File: src/rtl/core/tsd_queue.sv
`default_nettype none

module tsd_queue #(
  parameter int  DEPTH = 2,
  parameter type T     = logic
) (
  input  wire logic                       clk,
  input  wire logic                       rst,
  input  wire logic                       push_valid,
  output logic                            push_ready,
  input  wire T                           push_data,
  output logic                            pop_valid,
  input  wire logic                       pop_ready,
  output T                                pop_data,
  output logic [$clog2(DEPTH):0]          count
);

  localparam int AW = $clog2(DEPTH);

  T              slots [DEPTH];
  logic [AW-1:0] wr_ptr;
  logic [AW-1:0] rd_ptr;
  logic          do_push;
  logic          do_pop;

  assign push_ready = (count != (AW+1)'(DEPTH));
  assign pop_valid  = (count != '0);
  assign pop_data   = slots[rd_ptr];
  assign do_push    = push_valid && push_ready;
  assign do_pop     = pop_valid && pop_ready;

  // Pointers and fill count
  always_ff @(posedge clk) begin
    if (rst) begin
      wr_ptr <= '0;
      rd_ptr <= '0;
      count  <= '0;
    end else begin
      if (do_push) wr_ptr <= wr_ptr + 1'b1;
      if (do_pop)  rd_ptr <= rd_ptr + 1'b1;
      case ({do_push, do_pop})
        2'b10:   count <= count + 1'b1;
        2'b01:   count <= count - 1'b1;
        default: count <= count;
      endcase
    end
  end

  // Storage
  always_ff @(posedge clk) begin
    if (do_push) slots[wr_ptr] <= push_data;
  end

endmodule

`default_nettype wire

File: config.mk
export PLATFORM = sky130hd
export DESIGN_NAME = tsd_queue
export DESIGN_NICKNAME = d
export VERILOG_FILES = /design/src/rtl/core/tsd_queue.sv
export SDC_FILE = /design/constraint.sdc
export NUM_CORES = 1
export LEC_CHECK = 0
export ABC_AREA = 1
export BUFFER_PORTS_ARGS = -buffer_cell sky130_fd_sc_hd__buf_2
export CAP_MARGIN = 20
export CORE_AREA = 2 2 39 41
export DETAILED_ROUTE_END_ITERATION = 10
export DIE_AREA = 0 0 41 43
export GPL_TIMING_DRIVEN = 0
export PLACE_DENSITY_LB_ADDON = 0.25
export REMOVE_ABC_BUFFERS = 1
export SETUP_SLACK_MARGIN = 0.2
export SYNTH_ARGS = -nofsm -noshare
export SYNTH_HDL_FRONTEND = slang
export SYNTH_SLANG_ARGS = --single-unit
File: constraint.sdc
create_clock -name clk -period 1.2 [get_ports clk]
set_input_delay 0 -clock clk [delete_from_list [all_inputs] [get_ports clk]]
set_output_delay 0 -clock clk [all_outputs]
set_load 0.03 [all_outputs]
==> results of run 1 <==
## through the flow
step / hold WS (ns) / power, uW
2_1_floorplan: 0.0989 / 671
3_5_place_dp: 0.196 / 765
3_3_place_gp: 0.196 / 763
6_report: 0.0454 / 1220
5_1_grt: 0.0512 / 1320
4_1_cts: 0.0424 / 1100
## synth_stat cells
cell	count
inv_2	2
nor2_2	1
o21ai_1	1
nand4_1	1
nand2_4	3
mux2_2	1
clkinv_4	1
nand2_2	1
a21oi_1	2
nor2_1	9
edfxtp_1	2
o21ai_2	1
inv_1	5
nand2_1	4
o21ai_0	1
ha_1	1
dfxtp_1	5
## final cells by class
class / instances / area share [%]
clock buffer: 4 / 4.64
inverter: 8 / 6.62
tap: 16 / 3.53
multi-input combinational: 26 / 32.2
timing repair buffer: 18 / 23.2
sequential: 7 / 29.8
## kinds of logic (layout without fill, tap and decap cells)
logic type,count (synthesis),after routing
simple gates,19,19
buf+inv,8,30
flops,7,7
compound gates,5,5
fa+ha+maj,1,1
mux,1,1
## per-layer routing
metal	share of wire, %	GRT usage, %	routed length [um]	vias up
met5	0	0	0	-
met4	2.8	10.0	19	0
met3	6.6	3.14	44	2
met2	44	13.4	297	9
met1	46	10.4	309	133
li1	-	-	-	171
## final timing paths
check        startpoint        end  depth (start not counted)
min reg2reg      rd_ptr  flip-flop                          2
min                 rst   count[1]                          4
max reg2reg    count[0]   count[1]                         10
max            count[0]   count[1]                         10
## critical path, cell delays in order, from the launching register on
cell and delay, ns:
dfxtp_4 0.35, inv_4 0.07, nand2_4 0.06, nand2_4 0.07, clkinv_4 0.05, ha_4 0.26
inv_2 0.04, nand2_2 0.05, nor2_2 0.03, nor2_1 0.08, nor2_1 0.05
## power groups by stage
stage	clock network [uW]	registers, uW	logic [uW]
after floorplan	0	376	295
after global placement	0	340	423
after detailed placement	0	340	425
after CTS	219	346	538
after global routing	238	360	720
final	209	353	662
## repair_timing
| action | 4_1_cts | 5_1_grt |
|---|---|---|
| setup endpoints to repair | 7 | 8 |
| buffers inserted | 4 | 4 |
| pin swaps | 5 | 9 |
| hold endpoints to repair | 2 | 0 |
| resized for setup | 11 | 9 |
| hold buffers | 1 | 0 |
==> metrics.txt, run 1 <==
Slew Limit Headroom 90.4%; synth-to-layout area growth 62.4%; CTS tree built; register area 169 um^2; total die area 0.00176 mm^2; RSZ-0062 raised after global routing yes; die height 43 um; Iter 0 DRT Violations 0; fin util 41.0%; fin cells 79; die width 41 um; DP Area 414 um^2; Synth area leaders dfxtp_1, edfxtp_1, nor2_1, nand2_4, inv_1; LEAKAGE 0.000264 uW; Syn Area/Cell 8.51 um^2; wire per inst 8.48 um; Tmin final 1.22 ns; part of the power in registers 28.9%; WP data required 1.34 ns; Placer Congestion 0.785; Setup TNS Final -0.0358 ns; Unique masters post-synth 17; # setup viols final 2; Max-Cap Viols 0; ANT cells 0; PnR worst setup slack -0.0220 ns; VDD IR max 1.10 mV; grt ovf 0; Warnings, synthesis 0; largest net degree at the start of global routing 6; CP Class reg2reg; Clk Latency, worst-skew pair 0.24 ns; initial antenna violation count 0; Setup Skew 0.000799 ns; Synth top area share 28.7%; first-pass GRT wire length 1.07 mm; layout cells sized above 1 60.3%; post-route cell area 567 um^2; Simple-Gate Fraction of Synth Area 29.0%; antenna-violating nets left 0; Max Root-Sink Buffers 2; final net count 70; Post-route DRC 0; final WL 670 um; multiplexer share of the synthesized area 3.23%; CTS clk-pin slew, worst paths 0.05 ns; XOR/XNOR Fraction of Synth Area 0%; Num Clock Sinks 7; DR pass1 iterations 1; GRT Total Usage 9.68%; slew of the pin with the lowest slew margin 0.144 ns; vias in the first global route 293; switching power 475 uW; max-slew violations 0; status complete, but fails checks; post-synthesis instance total 41; failing checks negative setup slack; critical path fanouts, max 4; crit start category flip-flop; core area 0.00138 mm^2; clock share of power 17.1%; Setup WS pre-CTS -0.155 ns; Pwr Density 2160 mW/mm^2; final hold violation count 0; Adder-Cell Fraction of Synth Area 3.58%; worst hold path class in2reg; Num CTS Buffers 3; io pins 10; # fillers 136; CP arrival 1.36 ns; post-synthesis compound-gate area fraction 8.24%; Clk Tree Root Cell clkbuf_4; commonest cells after routing, fill and taps aside nor2_1, buf_2, buf_4, inv_1; Via-to-Cell Ratio 3.99; Final period util 102%; area of the multi-input gates 183 um^2; Mapped Area 349 um^2; vias post-DR 315; Fmax achieved 818 MHz; PortBufs 9; hpwl dp 449 um; area leader, netlist dfxtp_1; Cell Int Power 749 uW; Sw Ratio 38.8%; CTS H-tree lvls 1; r2r setup slk -0.02 ns; Initial Util 25.2%; dpl cells 66; sequential element share of the synthesized area 45.9%; Synth Register Bits 7; Gate power share 54.0%; largest family of logic cells by synthesized area simple AND/OR/NAND/NOR gates; # rows 14; CP endpoint kind flip-flop
No activity file was read; power rests on OpenSTA's default activity.
==> run 2: changes to the inputs <==
Settings changed: CTS_CLUSTER_DIAMETER from default to 120, HOLD_SLACK_MARGIN from default to 0.06.
==> run 2 against run 1 <==
The run still ends with negative setup slack left. Clock power about the same. Highest routed layer unchanged. Largest cell class unchanged. Utilization rose by 1.4 points. Via count is 3.5% higher. Largest power group unchanged. First-iteration DRC count is the same. Sequential share of layout area shrank 1.0 points. Register-to-register slack is essentially flat. Non-clock buffer count up 2. Maximum frequency stayed put.
==> metrics.txt, run 2 (synthesized netlist as in run 1, its figures left out) <==
VDD IR max 1.10 mV (about the same); CTS tree built; Setup Skew 0.000799 ns (unchanged); Num Clock Sinks 7 (unchanged); Final period util 102% (unchanged); ANT cells 0 (unchanged); Max-Cap Viols 0 (unchanged); CTS H-tree lvls 1 (unchanged); crit start category flip-flop; failing checks negative setup slack; Placer Congestion 0.785 (unchanged); CP arrival 1.36 ns (about the same); Tmin final 1.22 ns (unchanged); Slew Limit Headroom 90.4% (about the same); CP endpoint kind flip-flop; hpwl dp 449 um (unchanged); Initial Util 25.2% (unchanged); # setup viols final 2 (unchanged); Max Root-Sink Buffers 2 (unchanged); critical path fanouts, max 4 (unchanged); Setup WS pre-CTS -0.155 ns (unchanged); vias post-DR 326 (+3.5%); LEAKAGE 0.000272 uW (+3.2%); Post-route DRC 0 (unchanged); antenna-violating nets left 0 (unchanged); max-slew violations 0 (unchanged); Pwr Density 2100 mW/mm^2 (-3.0%); grt ovf 0 (unchanged); DR pass1 iterations 1 (unchanged); initial antenna violation count 0 (unchanged); PnR worst setup slack -0.0220 ns (unchanged); io pins 10 (unchanged); synth-to-layout area growth 68.1%; Clk Tree Root Cell clkbuf_4; Worst path slowest cell dfxtp_4; largest net degree at the start of global routing 6 (unchanged); worst hold path class in2reg; vias in the first global route 305 (+4.1%); total die area 0.00176 mm^2 (unchanged); Fmax achieved 818 MHz (unchanged); Pwr Total 1230 uW (+0.42%); Num CTS Buffers 3 (unchanged); slew of the pin with the lowest slew margin 0.144 ns (-0.000000834 ns); die width 41 um (unchanged); die height 43 um (unchanged); CP Class reg2reg; WP data required 1.34 ns (about the same); RSZ-0062 raised after global routing yes; fin util 42.4% (+1.4 points); final WL 687 um (+2.5%); layout cells sized above 1 58.5% (-1.9 points); Clk Latency, worst-skew pair 0.24 ns (about the same); CP bufs+invs 3 (unchanged); Via-to-Cell Ratio 4.02 (+0.94%); CP peak stage delay 0.35 ns (about the same); commonest cells after routing, fill and taps aside nor2_1, buf_2, buf_4, inv_1; final net count 72 (+2.9%); wire per inst 8.48 um (about the same); CP cell instances inv_4, nand2_4, nand2_4, clkinv_4, ha_4, inv_2, nand2_2, nor2_2, nor2_1, nor2_1; core area 0.00138 mm^2 (unchanged); # rows 14 (unchanged); Iter 0 DRT Violations 0 (unchanged); GRT Total Usage 9.88% (+0.20 points); first-pass GRT wire length 1.10 mm (+2.6%); cell family with most CP delay flip-flops; PortBufs 9 (unchanged); final hold violation count 0 (unchanged); status complete, but fails checks; CTS clk-pin slew, worst paths 0.05 ns (about the same)
-- run 2: where the power goes --
part	leakage (uW)	switching [uW]	internal (uW)	total [uW]
sequential	0.0000617	45.2	308	353
clock	0.0000150	82.6	127	209
combinational	0.000195	348	319	667
-- run 2: path summary, 6_finish.rpt --
kind | from | end | slack, ns | cells after the start
worst max-delay path | count[0] | count[1] | -0.02 | 10
worst min-delay path | push_valid | wr_ptr | 0.13 | 4
worst max register to register | count[0] | count[1] | -0.02 | 10
worst min register to register | rd_ptr | flip-flop | 0.49 | 2
-- run 2: layout make-up --
class / count / area (um^2)
Inverter: 8 / 37.5
Sequential cell: 7 / 169
Multi-Input combinational cell: 26 / 183
Timing Repair Buffer: 20 / 151
Tap cell: 16 / 20.0
Fill cell: 135 / 797
Clock buffer: 4 / 26.3
-- run 2: what timing repair did --
item	in CTS	in global routing
resized for setup	11	9
pin swaps	5	9
endpoints found under the hold margin	5	0
buffers inserted	4	4
setup endpoints to repair	7	8
hold buffers	3	0
gates cloned	0	0
-- run 2: metal layers --
metal | up-vias | global-route usage (%) | share of wire [%]
met5 | - | 0 | 0
met4 | 0 | 10.0 | 2.8
met3 | 2 | 3.14 | 6.3
met2 | 9 | 14.1 | 45
met1 | 140 | 10.4 | 46
li1 | 175 | - | -
-- run 2: per-stage QoR --
stage / setup TNS (ns) / cell area, um^2 / hold WS, ns / instances
3_3_place_gp: -0.210 / 414 / 0.196 / 66
2_1_floorplan: -1.03 / 349 / 0.0989 / 41
4_1_cts: -0.0334 / 532 / 0.109 / 77
3_5_place_dp: -0.230 / 414 / 0.196 / 66
6_report: -0.0358 / 587 / 0.130 / 81
5_1_grt: -0.177 / 587 / 0.133 / 81
-- run 2: worst reg2reg max path, delay by kind of cell (launching register included) --
kind	cells	cell delay, ns
DFF	1	0.35
buffers and inverters	3	0.16
adders and majority gates	1	0.26
and+or+nand+nor	6	0.35
