$ cat src/rtl/core/tsd_pkg.sv
`default_nettype none

package tsd_pkg;

  // Request function codes
  localparam logic [1:0] FUNC_TEXEL  = 2'd0;
  localparam logic [1:0] FUNC_CMAP   = 2'd1;
  localparam logic [1:0] FUNC_DRAW   = 2'd2;
  localparam logic [1:0] FUNC_UNUSED = 2'd3;

  // Configuration register indexes
  localparam logic [1:0] REG_WINDOW_X      = 2'd0;
  localparam logic [1:0] REG_WINDOW_Y      = 2'd1;
  localparam logic [1:0] REG_SCREEN_HEIGHT = 2'd2;
  localparam logic [1:0] REG_LOW_DETAIL    = 2'd3;

  localparam logic [10:0] SCREEN_HEIGHT_RST = 11'd200;

  // Queue depths (powers of two)
  localparam int CMD_DEPTH = 2;
  localparam int OUT_DEPTH = 4;

  // Classified request passed from front to back
  typedef struct packed {
    logic [1:0]  op;
    logic [11:0] load_index;
    logic [15:0] load_value;
    logic [19:0] start_addr;
    logic [11:0] addr_step;
    logic        pair;
    logic [6:0]  count;
    logic [31:0] u_start;
    logic [31:0] v_start;
    logic [31:0] u_step;
    logic [31:0] v_step;
  } cmd_t;

  // One finished pixel
  typedef struct packed {
    logic [19:0] addr;
    logic [15:0] value;
    logic        pair;
    logic        last;
  } pix_t;

endpackage

`default_nettype wire

$ cat src/rtl/core/tsd_span_if.sv
`default_nettype none

interface tsd_span_if;
  logic        valid;
  logic        ready;
  logic [1:0]  func;
  logic [11:0] load_index;
  logic [15:0] load_value;
  logic [9:0]  start_column;
  logic [9:0]  row;
  logic [5:0]  span_length;
  logic signed [31:0] u_start;
  logic signed [31:0] v_start;
  logic signed [31:0] u_step;
  logic signed [31:0] v_step;

  modport source (
    output valid, func, load_index, load_value, start_column, row, span_length,
           u_start, v_start, u_step, v_step,
    input  ready
  );
  modport sink (
    input  valid, func, load_index, load_value, start_column, row, span_length,
           u_start, v_start, u_step, v_step,
    output ready
  );
endinterface

`default_nettype wire

$ cat src/rtl/core/tsd_cfg_if.sv
`default_nettype none

interface tsd_cfg_if;
  logic        valid;
  logic        ready;
  logic [1:0]  addr;
  logic [10:0] wdata;

  modport source (output valid, addr, wdata, input ready);
  modport sink (input valid, addr, wdata, output ready);
endinterface

`default_nettype wire

$ cat src/rtl/core/tsd_front.sv
`default_nettype none

module tsd_front
  import tsd_pkg::*;
#(
  parameter int MAX_SPAN = 64
) (
  input  wire logic  clk,
  input  wire logic  rst,
  tsd_cfg_if.sink    cfg,
  tsd_span_if.sink   cmd,
  output logic       q_valid,
  input  wire logic  q_ready,
  output cmd_t       q_data
);

  // Configuration registers
  logic [9:0]  window_x;
  logic [9:0]  window_y;
  logic [10:0] screen_height;
  logic        low_detail;

  // Decode stage register
  logic        f_valid;
  cmd_t        f_cmd;
  logic [11:0] f_col_sum;
  logic [10:0] f_row_sum;
  logic [10:0] f_height;

  logic        take;
  logic [10:0] col;
  logic [6:0]  len_plus;
  logic [22:0] product;

  assign cfg.ready = 1'b1;

  always_ff @(posedge clk) begin
    if (rst) begin
      window_x      <= '0;
      window_y      <= '0;
      screen_height <= SCREEN_HEIGHT_RST;
      low_detail    <= 1'b0;
    end else if (cfg.valid) begin
      unique case (cfg.addr)
        REG_WINDOW_X:      window_x      <= cfg.wdata[9:0];
        REG_WINDOW_Y:      window_y      <= cfg.wdata[9:0];
        REG_SCREEN_HEIGHT: screen_height <= cfg.wdata;
        REG_LOW_DETAIL:    low_detail    <= cfg.wdata[0];
        default: ;
      endcase
    end
  end

  // Accept when the stage is empty or moves on this cycle
  assign cmd.ready = !f_valid || q_ready;
  assign take      = cmd.valid && cmd.ready;

  assign col      = low_detail ? {cmd.start_column, 1'b0} : {1'b0, cmd.start_column};
  assign len_plus = {1'b0, cmd.span_length} + 7'd1;

  always_ff @(posedge clk) begin
    if (rst) begin
      f_valid <= 1'b0;
    end else if (cmd.ready) begin
      // unused function code is swallowed here
      f_valid <= cmd.valid && (cmd.func != FUNC_UNUSED);
    end
  end

  always_ff @(posedge clk) begin
    if (take) begin
      f_cmd.op         <= cmd.func;
      f_cmd.load_index <= cmd.load_index;
      f_cmd.load_value <= cmd.load_value;
      f_cmd.start_addr <= '0;
      f_cmd.addr_step  <= low_detail ? {screen_height, 1'b0} : {1'b0, screen_height};
      f_cmd.pair       <= low_detail;
      f_cmd.count      <= (len_plus > 7'(MAX_SPAN)) ? 7'(MAX_SPAN) : len_plus;
      f_cmd.u_start    <= cmd.u_start;
      f_cmd.v_start    <= cmd.v_start;
      f_cmd.u_step     <= cmd.u_step;
      f_cmd.v_step     <= cmd.v_step;
      f_col_sum        <= 12'(window_x) + 12'(col);
      f_row_sum        <= 11'(window_y) + 11'(cmd.row);
      f_height         <= screen_height;
    end
  end

  // Column-major start address, wrapped to 20 bits
  assign product = 23'(f_col_sum) * 23'(f_height);

  always_comb begin
    q_data            = f_cmd;
    q_data.start_addr = 20'(product + 23'(f_row_sum));
  end
  assign q_valid = f_valid;

endmodule

`default_nettype wire

$ cat src/flat_wrapper.sv
// flat-port wrapper written by rule: the top's interface ports become plain ports
module tsd_front_flat import tsd_pkg::*;
#(
  parameter int MAX_SPAN = 64
)
  (clk, rst, q_valid, q_ready, q_data, cfg_valid, cfg_addr, cfg_wdata, cfg_ready, cmd_valid, cmd_func, cmd_load_index, cmd_load_value, cmd_start_column, cmd_row, cmd_span_length, cmd_u_start, cmd_v_start, cmd_u_step, cmd_v_step, cmd_ready);
  tsd_cfg_if cfg_i ();
  tsd_span_if cmd_i ();
  input  wire logic clk;
  input  wire logic rst;
  output logic q_valid;
  input  wire logic q_ready;
  output cmd_t q_data;
  input wire logic [$bits(cfg_i.valid)-1:0] cfg_valid;
  input wire logic [$bits(cfg_i.addr)-1:0] cfg_addr;
  input wire logic [$bits(cfg_i.wdata)-1:0] cfg_wdata;
  output wire logic [$bits(cfg_i.ready)-1:0] cfg_ready;
  input wire logic [$bits(cmd_i.valid)-1:0] cmd_valid;
  input wire logic [$bits(cmd_i.func)-1:0] cmd_func;
  input wire logic [$bits(cmd_i.load_index)-1:0] cmd_load_index;
  input wire logic [$bits(cmd_i.load_value)-1:0] cmd_load_value;
  input wire logic [$bits(cmd_i.start_column)-1:0] cmd_start_column;
  input wire logic [$bits(cmd_i.row)-1:0] cmd_row;
  input wire logic [$bits(cmd_i.span_length)-1:0] cmd_span_length;
  input wire logic [$bits(cmd_i.u_start)-1:0] cmd_u_start;
  input wire logic [$bits(cmd_i.v_start)-1:0] cmd_v_start;
  input wire logic [$bits(cmd_i.u_step)-1:0] cmd_u_step;
  input wire logic [$bits(cmd_i.v_step)-1:0] cmd_v_step;
  output wire logic [$bits(cmd_i.ready)-1:0] cmd_ready;
  assign cfg_i.valid = cfg_valid;
  assign cfg_i.addr = cfg_addr;
  assign cfg_i.wdata = cfg_wdata;
  assign cfg_ready = cfg_i.ready;
  assign cmd_i.valid = cmd_valid;
  assign cmd_i.func = cmd_func;
  assign cmd_i.load_index = cmd_load_index;
  assign cmd_i.load_value = cmd_load_value;
  assign cmd_i.start_column = cmd_start_column;
  assign cmd_i.row = cmd_row;
  assign cmd_i.span_length = cmd_span_length;
  assign cmd_i.u_start = cmd_u_start;
  assign cmd_i.v_start = cmd_v_start;
  assign cmd_i.u_step = cmd_u_step;
  assign cmd_i.v_step = cmd_v_step;
  assign cmd_ready = cmd_i.ready;
  tsd_front #(.MAX_SPAN(MAX_SPAN)) u_core (.clk(clk), .rst(rst), .cfg(cfg_i), .cmd(cmd_i), .q_valid(q_valid), .q_ready(q_ready), .q_data(q_data));
endmodule
$ cat config.mk
export PLATFORM = sky130hd
export DESIGN_NAME = tsd_front_flat
export DESIGN_NICKNAME = d
export VERILOG_FILES = /design/src/rtl/core/tsd_pkg.sv /design/src/rtl/core/tsd_span_if.sv /design/src/rtl/core/tsd_cfg_if.sv /design/src/rtl/core/tsd_front.sv /design/src/flat_wrapper.sv
export SDC_FILE = /design/constraint.sdc
export NUM_CORES = 1
export LEC_CHECK = 0
export ABC_AREA = 0
export BUFFER_PORTS_ARGS = -buffer_cell sky130_fd_sc_hd__buf_2
export CAP_MARGIN = 25
export CORE_MARGIN = 5
export CORE_UTILIZATION = 47
export DETAILED_ROUTE_END_ITERATION = 8
export GPL_TIMING_DRIVEN = 1
export PLACE_DENSITY = 0.86
export SLEW_MARGIN = 10
export SYNTH_ARGS = -nofsm -noshare
export SYNTH_HDL_FRONTEND = slang
export SYNTH_SLANG_ARGS = --single-unit
$ cat constraint.sdc
create_clock -name clk -period 5.6 [get_ports clk]
set_input_delay 0.28 -clock clk [delete_from_list [all_inputs] [get_ports clk]]
set_output_delay 0.28 -clock clk [all_outputs]
set_load 0.02 [all_outputs]
==> results.py <==
metrics = {
    "synthesis": {
        "synth_top_family_by_area": "adder cells",
        "syn_area_um2": 13100,
        "synth_cell_types": 50,
        "netlist_instances": 1016,
        "synth_nets": 1387,
        "async_flop_share_pct": 0,
        "yosys_most_used_dff": "edfxtp_1",
        "yosys.area_share.xor_xnor_pct": 2.41,
        "syn_area_per_cell_um2": 12.9,
        "synth_enable_flop_cells": 212,
        "synth-compound-area-share_pct": 4.31,
        "yosys.area_share.simple_pct": 9.34,
        "synth_warnings": 0,
        "ys_ff_latch": 245,
        "synthMuxAreaShare_pct": 3.15,
        "ys_seq_area_share_pct": 53.7,
        "synthAdderAreaFrac_pct": 21.9,
    },
    "worst_setup_path": {
        "slowest_stage": "fa_1",
        "crit_type": "reg -> out",
        "path_depth": 18,
        "cp.arrival_ns": 5.33,
        "slowest_delay_ns": 0.54,
        "crit_path_start_kind": "flop",
        "r2r-start": "u_core.low_detail$_SDFFE_PP0P_",
        "crit_path_max_fanout": 4,
        "cp_top_family": "adder cells",
        "end_kind": "primary output",
        "reg2reg_depth": 8,
        "path_cells": "buf_6 > buf_4 > and2_1 > fa_1 > ha_1 > fa_1 > inv_1 > fa_1 > fa_1 > inv_1 > ha_4 > nor2_4 > a211oi_4 > o41ai_4 > o21ai_2 > o31ai_2 > xnor2_1 > buf_4",
        "worst-path-buf-inv": 5,
        "required_ns": 5.32,
        "cp-startpoint": "u_core.f_col_sum[3]$_DFFE_PP_",
        "cpMostUsedCell": "fa_1",
    },
    "hold_path": {
        "min_from": "cmd_load_value[3]",
        "min_path_type": "in -> reg",
        "hold_depth": 1,
    },
    "clocking": {
        "cts-root-buf": "clkbuf_16",
        "h-tree-depth": 1,
        "cts.path.max_buffers": 3,
        "path_clk_slew_ns": 0.05,
        "cts_sinks": 245,
        "cts_made_buffers": 27,
        "clk_latency_ns": 0.54,
        "cts_tree": "done",
    },
    "global_routing": {
        "grt_max_degree": 96,
        "grt_pass1_vias": 10600,
        "grt_pass1_wl_um": 62400,
        "gr-total-overflow": 0,
        "antenna_found_initial": 19,
        "track_usage_pct": 26.2,
    },
    "timing": {
        "rsz0062_at_grt": "true",
        "setup_ws_ns": -0.00980,
        "drv_slew": 0,
        "fin_skew_ns": 0.0276,
        "relSlewSlack_pct": 32.3,
        "min_period_over_period_pct": 100,
        "min_period_ns": 5.61,
        "finalSetupViolCount": 1,
        "max_freq_mhz": 178,
        "hold_viol": 0,
        "worstMarginPinSlew_ns": 1.01,
        "tns_ns": -0.00980,
    },
    "job": {
        "maxCapViolations": 0,
    },
    "run_status": {
        "violations": "negative setup slack",
        "run_status": "finished with violations",
    },
    "final_layout": {
        "fin_nets": 2031,
        "fillers": 1952,
        "area_growth_pct": 45.1,
        "drive_gt1_share_pct": 37.6,
        "layout_commonest_cell": "buf_2",
        "layout_common_cells": "395 x buf_2, 212 x edfxtp_1, 157 x dlygate4sd3_1",
    },
    "die": {
        "dieArea_um2": 31300,
        "core_area_um2": 27600,
        "num_rows": 61,
        "io_pins": 403,
        "die_h_um": 177,
        "die_x_um": 177,
        "start_util_pct": 47.4,
    },
    "drt": {
        "wl_per_cell_um": 20.7,
        "viasPerCell": 5.01,
        "drt_wl_total_um": 42800,
        "drc_errors": 0,
        "dr.first_iter.drc_count": 645,
        "postRouteAntennaNets": 0,
        "vias": 10400,
        "first_pass_iters": 5,
    },
    "placement": {
        "finalWeightedCongestion": 0.894,
        "post-place-ws_ns": 0.204,
        "dp_hpwl_um": 30200,
        "portBuffers": 401,
    },
    "power": {
        "irDropWorstVdd_uv": 503,
        "p_leak_nw": 8.64,
        "power.density_nw_per_um2": 541,
    },
}
==> metal layers <==
layer	wire, µm	vias up	track usage (%)
li1	-	4662	-
met1	16200	5061	32.7
met2	21500	507	45.1
met3	3460	105	6.96
met4	1510	16	7.70
met5	112	-	0
==> cell type report <==
cell class / instances / area, µm² / area share (%)
inverters: 147 / 552 / 2.90
repair buffers: 648 / 4370 / 23.0
flip-flops and latches: 245 / 7030 / 37.0
clock buffers: 35 / 736 / 3.87
multi-input cells: 591 / 5750 / 30.2
well taps: 378 / 473 / 2.49
diodes: 9 / 22.5 / 0.119
clock inverters: 14 / 77.6 / 0.408
==> worst reg2reg max path, cell delays in order, from the launching register on <==
cell and delay [ns]:
dfxtp_1 0.59, buf_4 0.34, mux2_2 0.37, ha_1 0.32, o21ai_0 0.31, a21oi_1 0.13
a31o_2 0.28, o41a_1 0.33, xnor2_1 0.13
==> cells by family (layout without fill, tap and decap cells) <==
kind of cell,count (synthesis),after routing
buf+inv,180,844
mux,39,39
flops,245,245
xor+xnor,36,36
simple gates,260,260
fa+ha+maj,169,169
other cells,1,10
compound gates,86,86
==> per-stage QoR <==
step | hold slack (ns) | total power (W) | utilization, % | cells | cell area (µm²)
3_5_place_dp | 0.458 | 0.00668 | 56.2 | 1771 | 15500
4_1_cts | 0.00564 | 0.00911 | 67.1 | 2031 | 18500
6_report | 0.0180 | 0.0103 | 68.8 | 2067 | 19000
2_1_floorplan | 0.379 | 0.00548 | - | 1016 | 13100
5_1_grt | 0.0134 | 0.0109 | 68.7 | 2065 | 19000
3_3_place_gp | 0.457 | 0.00655 | 56.2 | 1771 | 15500
==> final timing paths <==
kind | slack (ns) | to
max | -0.01 | q_data[165]
min | 0.02 | u_core.q_data[171]$_DFFE_PP_
max reg2reg | 2.54 | u_core.f_col_sum[10]$_DFFE_PP_
min reg2reg | 0.48 | u_core.f_height[1]$_DFFE_PP_
==> repair_timing <==
action,CTS,global route
gates resized for setup,42,70
pin swaps,40,66
hold endpoints to repair,157,0
setup buffers,54,31
endpoints found under the setup margin,8,10
hold buffers,157,0
==> state kept, by name (all words and copies together) (netlist names) <==
register              count
u_core.f_height          11
u_core.window_y          10
u_core.q_valid            1
u_core.low_detail         1
u_core.q_data           178
u_core.f_col_sum         12
u_core.f_row_sum         11
u_core.screen_height     11
u_core.window_x          10
==> Yosys cell counts, types with 2 or more instances <==
| library cell | n | area share [%] |
|---|---|---|
| nand3_1 | 7 | 0.27 |
| xor2_1 | 8 | 0.54 |
| clkbuf_1 | 28 | 0.80 |
| o21ai_0 | 16 | 0.61 |
| o21ai_2 | 2 | 0.13 |
| nor2_1 | 48 | 1.4 |
| nand2b_1 | 8 | 0.38 |
| fa_1 | 100 | 15 |
| a21oi_1 | 31 | 1.2 |
| a21o_1 | 7 | 0.40 |
| nor3_1 | 5 | 0.19 |
| edfxtp_1 | 212 | 49 |
| a21boi_0 | 2 | 0.11 |
| o21a_1 | 7 | 0.40 |
| a211oi_1 | 4 | 0.23 |
| buf_2 | 3 | 0.11 |
| xnor2_1 | 28 | 1.9 |
| o31ai_1 | 2 | 0.11 |
| nand3b_1 | 4 | 0.23 |
| dfxtp_1 | 33 | 5.0 |
| and2_1 | 60 | 2.9 |
| nand2_1 | 112 | 3.2 |
| nor2b_1 | 10 | 0.48 |
| ha_1 | 69 | 6.6 |
| mux2i_1 | 21 | 1.6 |
| inv_1 | 147 | 4.2 |
| o21bai_1 | 2 | 0.11 |
| mux2_2 | 18 | 1.5 |
==> power by group <==
group / total (W) / switching (W) / internal [W]
clock: 0.00164 / 0.000714 / 0.000925
combinational: 0.00647 / 0.00350 / 0.00297
sequential: 0.00217 / 0.0000592 / 0.00211
No activity file was read; power rests on OpenSTA's default activity.
